[config.mk]
export PLATFORM = sky130hd
export DESIGN_NAME = circle_outline_generator_core_flat
export DESIGN_NICKNAME = d
export VERILOG_FILES = /design/src/rtl/core/circ_pkg.sv /design/src/rtl/core/circ_if.sv /design/src/rtl/core/circ_stepper.sv /design/src/rtl/core/circ_emitter.sv /design/src/rtl/core/circle_outline_generator_core.sv /design/src/flat_wrapper.sv
export SDC_FILE = /design/constraint.sdc
export NUM_CORES = 1
export LEC_CHECK = 0
export BUFFER_PORTS_ARGS = -buffer_cell sky130_fd_sc_hd__buf_2
export CAP_MARGIN = 20
export CORE_ASPECT_RATIO = 1.4
export CORE_MARGIN = 4
export CORE_UTILIZATION = 60
export CTS_CLUSTER_SIZE = 25
export DETAILED_ROUTE_END_ITERATION = 8
export PLACE_DENSITY = 0.91
export REMOVE_ABC_BUFFERS = 1
export SYNTH_ARGS = -nofsm -noshare
export SYNTH_HDL_FRONTEND = slang
export SYNTH_SLANG_ARGS = --single-unit
[constraint.sdc]
create_clock -name clock -period 7.2 [get_ports clock]
set_input_delay 1.44 -clock clock [delete_from_list [all_inputs] [get_ports clock]]
set_output_delay 1.44 -clock clock [all_outputs]
set_load 0.02 [all_outputs]
[src/rtl/core/circ_pkg.sv]
// ----------------------------------------------------------------------------
// circ_pkg
// Shared widths, command codes and the pixel job record of the circle
// outline generator.
// ----------------------------------------------------------------------------
package circ_pkg;

   localparam int COORD_BITS = 11;
   localparam int OFF_BITS   = COORD_BITS + 1;
   localparam int DEC_BITS   = COORD_BITS + 3;
   localparam int PIX_BITS   = COORD_BITS + 2;
   localparam int CALC_BITS  = COORD_BITS + 5;
   localparam int COLOR_BITS = 32;
   localparam int IDX_BITS   = 3;
   localparam logic [IDX_BITS-1:0] IDX_LAST = IDX_BITS'(7);

   typedef enum logic {
      CMD_START = 1'b0,
      CMD_STEP  = 1'b1
   } cmd_type;

   // one step's worth of octant data, handed from stepper to emitter
   typedef struct packed {
      logic [OFF_BITS-1:0]   off_x;
      logic [OFF_BITS-1:0]   off_y;
      logic [COORD_BITS-1:0] cen_x;
      logic [COORD_BITS-1:0] cen_y;
      logic [COLOR_BITS-1:0] color;
      logic                  done;
   } job_type;

endpackage

[src/rtl/core/circ_if.sv]
// ----------------------------------------------------------------------------
// circ_req_if / circ_rsp_if
// Valid/ready channels for commands in and pixels out.
// ----------------------------------------------------------------------------
interface circ_req_if
   import circ_pkg::*;
   ();
   logic                  valid;
   logic                  ready;
   cmd_type               command;
   logic [COORD_BITS-1:0] center_x;
   logic [COORD_BITS-1:0] center_y;
   logic [COORD_BITS-1:0] radius;
   logic [COLOR_BITS-1:0] color;

   modport source (output valid, command, center_x, center_y, radius, color,
                   input ready);
   modport sink   (input valid, command, center_x, center_y, radius, color,
                   output ready);
endinterface

interface circ_rsp_if
   import circ_pkg::*;
   ();
   logic                       valid;
   logic                       ready;
   logic signed [PIX_BITS-1:0] pixel_x;
   logic signed [PIX_BITS-1:0] pixel_y;
   logic [COLOR_BITS-1:0]      pixel_color;
   logic                       last_of_step;
   logic                       circle_done;

   modport source (output valid, pixel_x, pixel_y, pixel_color, last_of_step,
                   circle_done, input ready);
   modport sink   (input valid, pixel_x, pixel_y, pixel_color, last_of_step,
                   circle_done, output ready);
endinterface

[src/rtl/core/circ_stepper.sv]
// ----------------------------------------------------------------------------
// circ_stepper
// Holds the circle state and applies the Andres update on every step beat of an active circle.
// ----------------------------------------------------------------------------
module circ_stepper
   import circ_pkg::*;
(
   input  logic                  clock,
   input  logic                  reset,
   input  logic                  beat,
   input  cmd_type               command,
   input  logic [COORD_BITS-1:0] center_x,
   input  logic [COORD_BITS-1:0] center_y,
   input  logic [COORD_BITS-1:0] radius,
   input  logic [COLOR_BITS-1:0] color,
   output logic                  job_load,
   output job_type               job
);

   logic [OFF_BITS-1:0]        off_x_ff, off_x_in;
   logic signed [OFF_BITS-1:0] off_y_ff, off_y_in;
   logic signed [DEC_BITS-1:0] dec_ff, dec_in;
   logic [COORD_BITS-1:0]      rad_ff, rad_in;
   logic [COORD_BITS-1:0]      cen_x_ff, cen_x_in;
   logic [COORD_BITS-1:0]      cen_y_ff, cen_y_in;
   logic [COLOR_BITS-1:0]      color_ff, color_in;
   logic                       active_ff, active_in;

   logic signed [CALC_BITS-1:0] x_c, y_c, d_c, r_c, x_n, y_n, d_n;
   logic                        done;

   assign x_c = signed'(CALC_BITS'(off_x_ff));
   assign y_c = CALC_BITS'(off_y_ff);
   assign d_c = CALC_BITS'(dec_ff);
   assign r_c = signed'(CALC_BITS'(rad_ff));

   always_comb begin
      priority if (d_c >= (x_c <<< 1)) begin
         d_n = d_c - (x_c <<< 1) - CALC_BITS'(1);
         x_n = x_c + CALC_BITS'(1);
         y_n = y_c;
      end else if (d_c < ((r_c - y_c) <<< 1)) begin
         d_n = d_c + (y_c <<< 1) - CALC_BITS'(1);
         x_n = x_c;
         y_n = y_c - CALC_BITS'(1);
      end else begin
         d_n = d_c + ((y_c - x_c - CALC_BITS'(1)) <<< 1);
         x_n = x_c + CALC_BITS'(1);
         y_n = y_c - CALC_BITS'(1);
      end
   end

   assign done     = y_n < x_n;
   assign job_load = beat && (command == CMD_STEP) && active_ff;

   // pixels use the offsets from before the update
   assign job.off_x = off_x_ff;
   assign job.off_y = off_y_ff;
   assign job.cen_x = cen_x_ff;
   assign job.cen_y = cen_y_ff;
   assign job.color = color_ff;
   assign job.done  = done;

   always_comb begin
      off_x_in  = off_x_ff;
      off_y_in  = off_y_ff;
      dec_in    = dec_ff;
      rad_in    = rad_ff;
      cen_x_in  = cen_x_ff;
      cen_y_in  = cen_y_ff;
      color_in  = color_ff;
      active_in = active_ff;
      if (beat && (command == CMD_START)) begin
         off_x_in  = '0;
         off_y_in  = signed'(OFF_BITS'(radius));
         dec_in    = signed'(DEC_BITS'(radius)) - DEC_BITS'(1);
         rad_in    = radius;
         cen_x_in  = center_x;
         cen_y_in  = center_y;
         color_in  = color;
         active_in = 1'b1;
      end else if (job_load) begin
         off_x_in  = OFF_BITS'(x_n);
         off_y_in  = OFF_BITS'(y_n);
         dec_in    = DEC_BITS'(d_n);
         active_in = !done;
      end
   end

   always_ff @(posedge clock) begin
      if (reset) begin
         off_x_ff  <= '0;
         off_y_ff  <= '0;
         dec_ff    <= '0;
         rad_ff    <= '0;
         cen_x_ff  <= '0;
         cen_y_ff  <= '0;
         color_ff  <= '0;
         active_ff <= 1'b0;
      end else begin
         off_x_ff  <= off_x_in;
         off_y_ff  <= off_y_in;
         dec_ff    <= dec_in;
         rad_ff    <= rad_in;
         cen_x_ff  <= cen_x_in;
         cen_y_ff  <= cen_y_in;
         color_ff  <= color_in;
         active_ff <= active_in;
      end
   end

endmodule

[src/rtl/core/circ_emitter.sv]
// ----------------------------------------------------------------------------
// circ_emitter
// Registers one step's job and sends its eight mirrored pixels, one per beat.
// ----------------------------------------------------------------------------
module circ_emitter
   import circ_pkg::*;
(
   input  logic       clock,
   input  logic       reset,
   input  logic       job_load,
   input  job_type    job,
   output logic       free,
   circ_rsp_if.source rsp_ch
);

   logic                busy_ff, busy_in;
   logic [IDX_BITS-1:0] idx_ff, idx_in;
   job_type             job_ff, job_in;

   logic                       last, taken;
   logic [OFF_BITS-1:0]        a_off, b_off;
   logic signed [PIX_BITS-1:0] cx_c, cy_c, a_c, b_c;

   assign last  = idx_ff == IDX_LAST;
   assign taken = busy_ff && rsp_ch.ready;
   // free now, or the final pixel leaves at this edge
   assign free  = !busy_ff || (taken && last);

   // bit 0 swaps x/y, bit 1 mirrors the column, bit 2 mirrors the row
   assign a_off = idx_ff[0] ? job_ff.off_y : job_ff.off_x;
   assign b_off = idx_ff[0] ? job_ff.off_x : job_ff.off_y;
   assign cx_c  = signed'(PIX_BITS'(job_ff.cen_x));
   assign cy_c  = signed'(PIX_BITS'(job_ff.cen_y));
   assign a_c   = signed'(PIX_BITS'(a_off));
   assign b_c   = signed'(PIX_BITS'(b_off));

   assign rsp_ch.valid        = busy_ff;
   assign rsp_ch.pixel_x      = idx_ff[1] ? (cx_c - a_c) : (cx_c + a_c);
   assign rsp_ch.pixel_y      = idx_ff[2] ? (cy_c - b_c) : (cy_c + b_c);
   assign rsp_ch.pixel_color  = job_ff.color;
   assign rsp_ch.last_of_step = last;
   assign rsp_ch.circle_done  = last && job_ff.done;

   always_comb begin
      busy_in = busy_ff;
      idx_in  = idx_ff;
      job_in  = job_ff;
      if (job_load) begin
         busy_in = 1'b1;
         idx_in  = '0;
         job_in  = job;
      end else if (taken) begin
         busy_in = !last;
         idx_in  = idx_ff + IDX_BITS'(1);
      end
   end

   always_ff @(posedge clock) begin
      if (reset) begin
         busy_ff <= 1'b0;
         idx_ff  <= '0;
      end else begin
         busy_ff <= busy_in;
         idx_ff  <= idx_in;
      end
   end

   always_ff @(posedge clock) begin
      job_ff <= job_in;
   end

endmodule

[src/rtl/core/circle_outline_generator_core.sv]
// ----------------------------------------------------------------------------
// circle_outline_generator_core
// Andres circle rasterizer: start beats load a circle, step beats on an active circle
// emit the eight octant pixels of the current offset and advance it.
//
//   channel  dir  beat moves
//   req_ch   in   command, center_x, center_y, radius, color
//   rsp_ch   out  pixel_x, pixel_y, pixel_color, last_of_step, circle_done
//
// on a step on an active circle the emitter sends one pixel per beat and takes
// the next command on the cycle its eighth pixel leaves.
// start beats and idle steps emit nothing.
// reset is synchronous and clears the circle state and the emitter.
// a stall on rsp_ch holds the current pixel and blocks req_ch.
// ----------------------------------------------------------------------------
module circle_outline_generator_core
   import circ_pkg::*;
(
   input  logic       clock,
   input  logic       reset,
   circ_req_if.sink   req_ch,
   circ_rsp_if.source rsp_ch
);

   logic    free;
   logic    beat;
   logic    job_load;
   job_type job;

   assign req_ch.ready = free;
   assign beat         = req_ch.valid && free;

   circ_stepper u_stepper (
      .clock    (clock),
      .reset    (reset),
      .beat     (beat),
      .command  (req_ch.command),
      .center_x (req_ch.center_x),
      .center_y (req_ch.center_y),
      .radius   (req_ch.radius),
      .color    (req_ch.color),
      .job_load (job_load),
      .job      (job)
   );

   circ_emitter u_emitter (
      .clock    (clock),
      .reset    (reset),
      .job_load (job_load),
      .job      (job),
      .free     (free),
      .rsp_ch   (rsp_ch)
   );

endmodule
[src/flat_wrapper.sv]
// flat-port wrapper written by rule: the top's interface ports become plain ports
module circle_outline_generator_core_flat import circ_pkg::*;
  (clock, reset, req_ch_valid, req_ch_command, req_ch_center_x, req_ch_center_y, req_ch_radius, req_ch_color, req_ch_ready, rsp_ch_valid, rsp_ch_pixel_x, rsp_ch_pixel_y, rsp_ch_pixel_color, rsp_ch_last_of_step, rsp_ch_circle_done, rsp_ch_ready);
  circ_req_if req_ch_i ();
  circ_rsp_if rsp_ch_i ();
  input  logic clock;
  input  logic reset;
  input wire logic [$bits(req_ch_i.valid)-1:0] req_ch_valid;
  input wire logic [$bits(req_ch_i.command)-1:0] req_ch_command;
  input wire logic [$bits(req_ch_i.center_x)-1:0] req_ch_center_x;
  input wire logic [$bits(req_ch_i.center_y)-1:0] req_ch_center_y;
  input wire logic [$bits(req_ch_i.radius)-1:0] req_ch_radius;
  input wire logic [$bits(req_ch_i.color)-1:0] req_ch_color;
  output wire logic [$bits(req_ch_i.ready)-1:0] req_ch_ready;
  output wire logic [$bits(rsp_ch_i.valid)-1:0] rsp_ch_valid;
  output wire logic [$bits(rsp_ch_i.pixel_x)-1:0] rsp_ch_pixel_x;
  output wire logic [$bits(rsp_ch_i.pixel_y)-1:0] rsp_ch_pixel_y;
  output wire logic [$bits(rsp_ch_i.pixel_color)-1:0] rsp_ch_pixel_color;
  output wire logic [$bits(rsp_ch_i.last_of_step)-1:0] rsp_ch_last_of_step;
  output wire logic [$bits(rsp_ch_i.circle_done)-1:0] rsp_ch_circle_done;
  input wire logic [$bits(rsp_ch_i.ready)-1:0] rsp_ch_ready;
  assign req_ch_i.valid = req_ch_valid;
  assign req_ch_i.command = req_ch_command;
  assign req_ch_i.center_x = req_ch_center_x;
  assign req_ch_i.center_y = req_ch_center_y;
  assign req_ch_i.radius = req_ch_radius;
  assign req_ch_i.color = req_ch_color;
  assign req_ch_ready = req_ch_i.ready;
  assign rsp_ch_valid = rsp_ch_i.valid;
  assign rsp_ch_pixel_x = rsp_ch_i.pixel_x;
  assign rsp_ch_pixel_y = rsp_ch_i.pixel_y;
  assign rsp_ch_pixel_color = rsp_ch_i.pixel_color;
  assign rsp_ch_last_of_step = rsp_ch_i.last_of_step;
  assign rsp_ch_circle_done = rsp_ch_i.circle_done;
  assign rsp_ch_i.ready = rsp_ch_ready;
  circle_outline_generator_core u_core (.clock(clock), .reset(reset), .req_ch(req_ch_i), .rsp_ch(rsp_ch_i));
endmodule
Word-level counts from Yosys, hierarchy flattened
Cells that the tools add are included.
{ "op_classes": {"n_lt_le_gt_ge": 3, "n_reduce_logical": 15, "n_eq_ne": 1, "add_sub_neg": 16, "muxes": 17, "bitwise": 1} }
{ "ops": {"columns": ["operator", "n"], "rows": [
  ["$mux 14", 4],
  ["$mux 16", 3],
  ["$sub 14x2->14 const B", 2],
  ["$add 11x12->13", 2],
  ["$mux 13", 2],
  ["$sub 11x12->13", 2],
  ["$mux 12", 2],
  ["$mux 11", 2],
  ["$lt 16x16->1", 1],
  ["$add 14x13->14", 1],
  ["$add 14x14->14", 1],
  ["$ge 14x14->1", 1],
  ["$lt 14x14->1", 1],
  ["$sub 14x14->14", 1],
  ["$add 12x1->13 const B", 1],
  ["$sub 12x12->13", 1],
  ["$sub 12x13->13", 1],
  ["$sub 12x2->13 const B", 1],
  ["$sub 13x2->13 const B", 1],
  ["$sub 11x1->12 const B", 1],
  ["$logic_and 1x1->1", 7],
  ["$mux 1", 4],
  ["$reduce_bool 2->1", 2],
  ["$reduce_or 2->1", 2],
  ["other kinds (5)", 7]
]} }
{ "word_totals": {"register_bits": 187, "elab_cells": 70, "input_bits": 70, "output_inout_bits": 62} }

Logic depth before layout (Yosys ltp)
{ "logic_depth": {"ltp_word": 8, "mapped_depth": 29, "depth_no_buf": 29} }

By module
From an unflattened synthesis, not the netlist that was laid out.
{ "hier_totals": {"cells_unflattened": 1478, "area_unflattened_um2": 12976.2} }
{ "modules_own_cells": {"columns": ["module", "cells_each", "n_inst", "area_per_inst_um2", "seq_area_each_um2"], "rows": [
  ["circ_stepper", 1083, 1, 8236.6, 2082.0],
  ["circ_emitter", 394, 1, 4733.3, 2452.4],
  ["circle_outline_generator_core", 1, 1, 6.3, 0.0]
]} }

Least setup slack after synthesis
Ideal clock, no wire load.
{ "synth_path": {"path_kind": "register to output", "start": "register u_core.u_emitter.idx_ff[0]", "end": "output rsp_ch_pixel_y[12]", "path_slack_ns": 1.417, "arrival_ns": 4.343, "n_path_buf": 5, "path_stages_with_launch": 18, "required_time_ns": 5.760, "path_cell_list": "dfxtp_1 clkbuf_8 buf_2 buf_4 buf_2 buf_1 mux2i_1 ha_1 a21oi_1 fa_1 a21o_1 a21oi_1 nor2b_1 o21a_1 o41ai_1 o2111ai_1 a2111oi_0 or3_1"} }
{ "synth_between": {"elab_chain_len": 3, "elab_cells_between_ends": 4, "classes_between": "add/sub: 2; mux: 2"} }
{ "synth_rtl": {"columns": ["element", "line", "rtl"], "rows": [
  ["from (decl)", "circ_emitter.sv:17", "logic [IDX_BITS-1:0] idx_ff, idx_in;"],
  ["from (signal assigned)", "circ_emitter.sv:64", "idx_ff <= idx_in;"],
  ["$mux 12 (*)", "circ_emitter.sv:31", "assign b_off = idx_ff[0] ? job_ff.off_x : job_ff.off_y;"],
  ["$add 11x12->13 / $sub 11x12->13 (equally long branches)", "circ_emitter.sv:39", "assign rsp_ch.pixel_y = idx_ff[2] ? (cy_c - b_c) : (cy_c + b_c);"],
  ["$mux 13 (*)", "circ_emitter.sv:39", null],
  ["to (decl)", "flat_wrapper.sv:17", "output wire logic [$bits(rsp_ch_i.pixel_y)-1:0] rsp_ch_pixel_y;"]
]} }
Mark *: on every way between the ends. The rest lies on a longest branch, timed or not.

==> results.sh <==
export IMPL_status="complete, no violations"
export IMPL_cp_arrival_ns=6.50
export IMPL_drt_iter0_drc=818
export IMPL_power_w=0.00630
export IMPL_synth_top_area_cell="edfxtp_1"
export IMPL_totalWireLength_um=35000
export IMPL_grt_pass1_wl_um=56300
export IMPL_syn_area_um2=12900
export IMPL_cts_sinks=187
export IMPL_clk_latency_ns=0.45
export IMPL_async_flop_share_pct=0
export IMPL_max_stage_delay_ns=0.55
export IMPL_ant_nets=0
export IMPL_slew_headroom_pct=26.2
export IMPL_start_util_pct=60.9
export IMPL_die_h_um=182
export IMPL_crit_type="flip-flop to flip-flop"
export IMPL_die_x_um=132
export IMPL_rsz0062_at_grt="false"
export IMPL_wire_per_inst_um=18.9
export IMPL_crit_path_end="u_core.u_emitter.job_ff[0]$_DFFE_PP_"
export IMPL_nNetsFinal=1778
export IMPL_die_area_um2=24000
export IMPL_detailed_place_hpwl_um=25900
export IMPL_rr_startpoint="u_core.u_stepper.off_y_ff[0]$_SDFFE_PP0P_"
export IMPL_finClkSkew_ns=0.0160
export IMPL_rr_worst_depth=28
export IMPL_grt_pass1_vias=11300
export IMPL_core_region_area_um2=21200
export IMPL_r2r_end="u_core.u_emitter.job_ff[0]$_DFFE_PP_"
export IMPL_setup_tns_ns=0
export IMPL_startpoint="u_core.u_stepper.off_y_ff[0]$_SDFFE_PP0P_"
export IMPL_r2r_setup_slack_ns=0.90
export IMPL_cts_resized=0
export IMPL_power_density_nw_per_um2=446
export IMPL_yosys_warnings=0
export IMPL_hp_class="flip-flop to flip-flop"
export IMPL_p_leak_nw=5.71
export IMPL_htree_levels=4
export IMPL_portBuffers=131
export IMPL_finalMaxSlewViolations=0
export IMPL_cts_buffers=17
export IMPL_cts_setup_buffers=0
export IMPL_period_needed_ns=6.30
export IMPL_gp_congestion=1.05
export IMPL_top_level_ports=132
export IMPL_synth_seq_cells=187
export IMPL_critPathRequiredTime_ns=7.41
export IMPL_timing_final_crit_share_pct=87.5
export IMPL_mostFrequentLayoutCells="nand2_1 (199), a21oi_1 (150), buf_2 (130), ha_1 (125), dfxtp_1 (107)"
export IMPL_cts_tree="done"
export IMPL_synth_cell_types=75
export IMPL_max_freq_mhz=159
export IMPL_ys_seq_area_share_pct=35.1
export IMPL_ff_latch_area_um2=4540
export IMPL_synth_edf_count=79
export IMPL_vias_per_cell=6.14
export IMPL_track_usage_pct=28.9
export IMPL_dr_pass1_iters=5
export IMPL_synth_ff_type="dfxtp_1"
export IMPL_cts_max_path_buffers=2
export IMPL_rows=63
export IMPL_synth_top_area_share_pct=18.4
export IMPL_fill_cells=1653
export IMPL_synth_area_leaders="edfxtp_1 (18%), dfxtp_1 (17%), ha_1 (12%)"
export IMPL_multi_input_area_um2=7560
export IMPL_drc_errors=0
export IMPL_whs_ns=0.433
export IMPL_clock_root_buffer="clkbuf_16"
export IMPL_grt_max_degree=83
export IMPL_vias=11400
export IMPL_synth_cells=1501
export IMPL_synthToLayoutAreaGrowth_pct=9.33
export IMPL_worst_slew_pin_slew_ns=1.11
export IMPL_slowest_stage="dfxtp_1"
export IMPL_worst_setup_path_start_kind="flip-flop"
export IMPL_layout_commonest_cell="nand2_1"
export IMPL_end_kind="flip-flop"
export IMPL_avgSynthCellArea_um2=8.61
export IMPL_vdd_drop_max_mv=0.258
export IMPL_antenna_found_initial=1
export IMPL_drive_gt1_share_pct=12.4
export IMPL_cap_violations=0
export IMPL_setup_viol=0
export IMPL_ctsHoldBuffers=0
export IMPL_hold_viol=0
export IMPL_clk_pin_slew_ns=0.08
export IMPL_grt_ovfl_total=0
export IMPL_cp_max_fo=26
## critical path: cells and delay by family (launching register included)
| kind | cells | cell delay [ns] |
|---|---|---|
| AND/OR/NAND/NOR | 8 | 1.26 |
| buffers and inverters | 2 | 0.42 |
| flip-flops | 1 | 0.55 |
| adder cells (fa/ha/maj) | 4 | 1.08 |
| AO/OA/AOI/OAI | 13 | 2.65 |
| XOR/XNOR | 1 | 0.08 |
## how the worst min path moves through the flow
stage,depth (start not counted),slack (ns),start,to
CTS,0,0.43,u_core.u_stepper.cen_y_ff[6]$_SDFFE_PP0P_,u_core.u_emitter.cy_c[6]$_DFFE_PP_
detailed placement,0,0.42,u_core.u_stepper.color_ff[15]$_SDFFE_PP0P_,u_core.u_emitter.rsp_ch.pixel_color[15]$_DFFE_PP_
floorplan,0,0.41,u_core.u_stepper.cen_x_ff[0]$_SDFFE_PP0P_,u_core.u_emitter.cx_c[0]$_DFFE_PP_
global placement,0,0.41,u_core.u_stepper.color_ff[0]$_SDFFE_PP0P_,u_core.u_emitter.rsp_ch.pixel_color[0]$_DFFE_PP_
finish,0,0.43,u_core.u_stepper.color_ff[27]$_SDFFE_PP0P_,u_core.u_emitter.rsp_ch.pixel_color[27]$_DFFE_PP_
global route,0,0.44,u_core.u_stepper.color_ff[8]$_SDFFE_PP0P_,u_core.u_emitter.rsp_ch.pixel_color[8]$_DFFE_PP_
## cell families (layout without fill, tap and decap cells)
group                      after synthesis  in the layout  share of synthesized area, %
muxes                                   30             30                          2.34
adders and majority gates              132            132                          13.2
xor gates and xnor gates               117            117                          8.05
DFF                                    187            187                          35.1
buffers and inverters                  182            270                          6.46
other                                    0              1                             0
and+or+nand+nor                        484            484                          17.1
AOI/OAI and AO/OA                      369            369                          17.7
## Yosys cell counts, types with 4 or more instances
cell,n
ha_1,125
dfxtp_1,108
buf_4,33
xnor2_1,82
a21o_1,21
and2_1,7
xor2_1,34
o21ai_0,70
nor2_1,98
a31oi_1,14
nor4_1,9
o22ai_1,8
clkbuf_1,40
o31ai_1,9
nor3_1,50
nand2_1,199
and3_1,6
nor2b_1,18
buf_2,6
a21boi_0,4
fa_1,7
nand2b_1,16
o41ai_1,7
a21oi_1,152
o2111ai_1,4
or3_1,14
a211oi_1,11
or2_2,9
mux2i_1,28
nand3_1,33
a221oi_1,6
nand4_1,10
edfxtp_1,79
inv_1,96
o211ai_1,4
o21bai_1,8
and4_1,5
o21a_1,11
## power by group
group | leakage, nW | total [W] | switching [W] | internal (W)
combinational | 3.78 | 0.00395 | 0.00239 | 0.00156
clock | 0.297 | 0.000967 | 0.000490 | 0.000476
sequential | 1.64 | 0.00139 | 0.000142 | 0.00125
total | 5.71 | 0.00630 | 0.00302 | 0.00328
## metal layers
metal / up-vias / part of all wire (%) / GRT usage [%]
met4: 0 / 5.6 / 15.9
met1: 5365 / 37 / 31.5
li1: 5435 / - / -
met5: - / 0 / 0
met2: 431 / 52 / 53.2
met3: 136 / 5.9 / 4.52
## through the flow
| stage | utilization (%) | cells | cell area, um^2 | worst slack [ns] |
|---|---|---|---|---|
| floorplan | - | 1418 | 12500 | 0.365 |
| CTS | 66.6 | 1849 | 14100 | 0.988 |
| detailed placement | 63.8 | 1817 | 13500 | 1.05 |
| global route | 66.6 | 1850 | 14100 | 0.544 |
| finish | 66.6 | 1850 | 14100 | 0.903 |
| global placement | 63.8 | 1817 | 13500 | 1.17 |
## layout make-up
| class | instances | share of cell area (%) |
|---|---|---|
| Antenna cell | 1 | 0.0177 |
| Multi-Input combinational cell | 1132 | 53.6 |
| Inverter | 99 | 2.65 |
| Timing Repair Buffer | 139 | 5.09 |
| Clock inverter | 15 | 1.26 |
| Clock buffer | 17 | 3.01 |
| Sequential cell | 187 | 32.1 |
| Tap cell | 260 | 2.30 |
## flip-flops by register name, indices dropped and copies added (netlist names)
register / count
u_core.u_emitter.cx_c: 11
u_core.u_emitter.cy_c: 11
u_core.u_emitter.idx_ff: 3
u_core.u_emitter.job_ff: 25
u_core.u_emitter.rsp_ch.pixel_color: 32
u_core.u_emitter.rsp_ch.valid: 1
u_core.u_stepper.active_ff: 1
u_core.u_stepper.cen_x_ff: 11
u_core.u_stepper.cen_y_ff: 11
u_core.u_stepper.color_ff: 32
u_core.u_stepper.dec_ff: 14
u_core.u_stepper.off_x_ff: 12
u_core.u_stepper.off_y_ff: 12
u_core.u_stepper.rad_ff: 11
(Power assumes the default switching activity.)
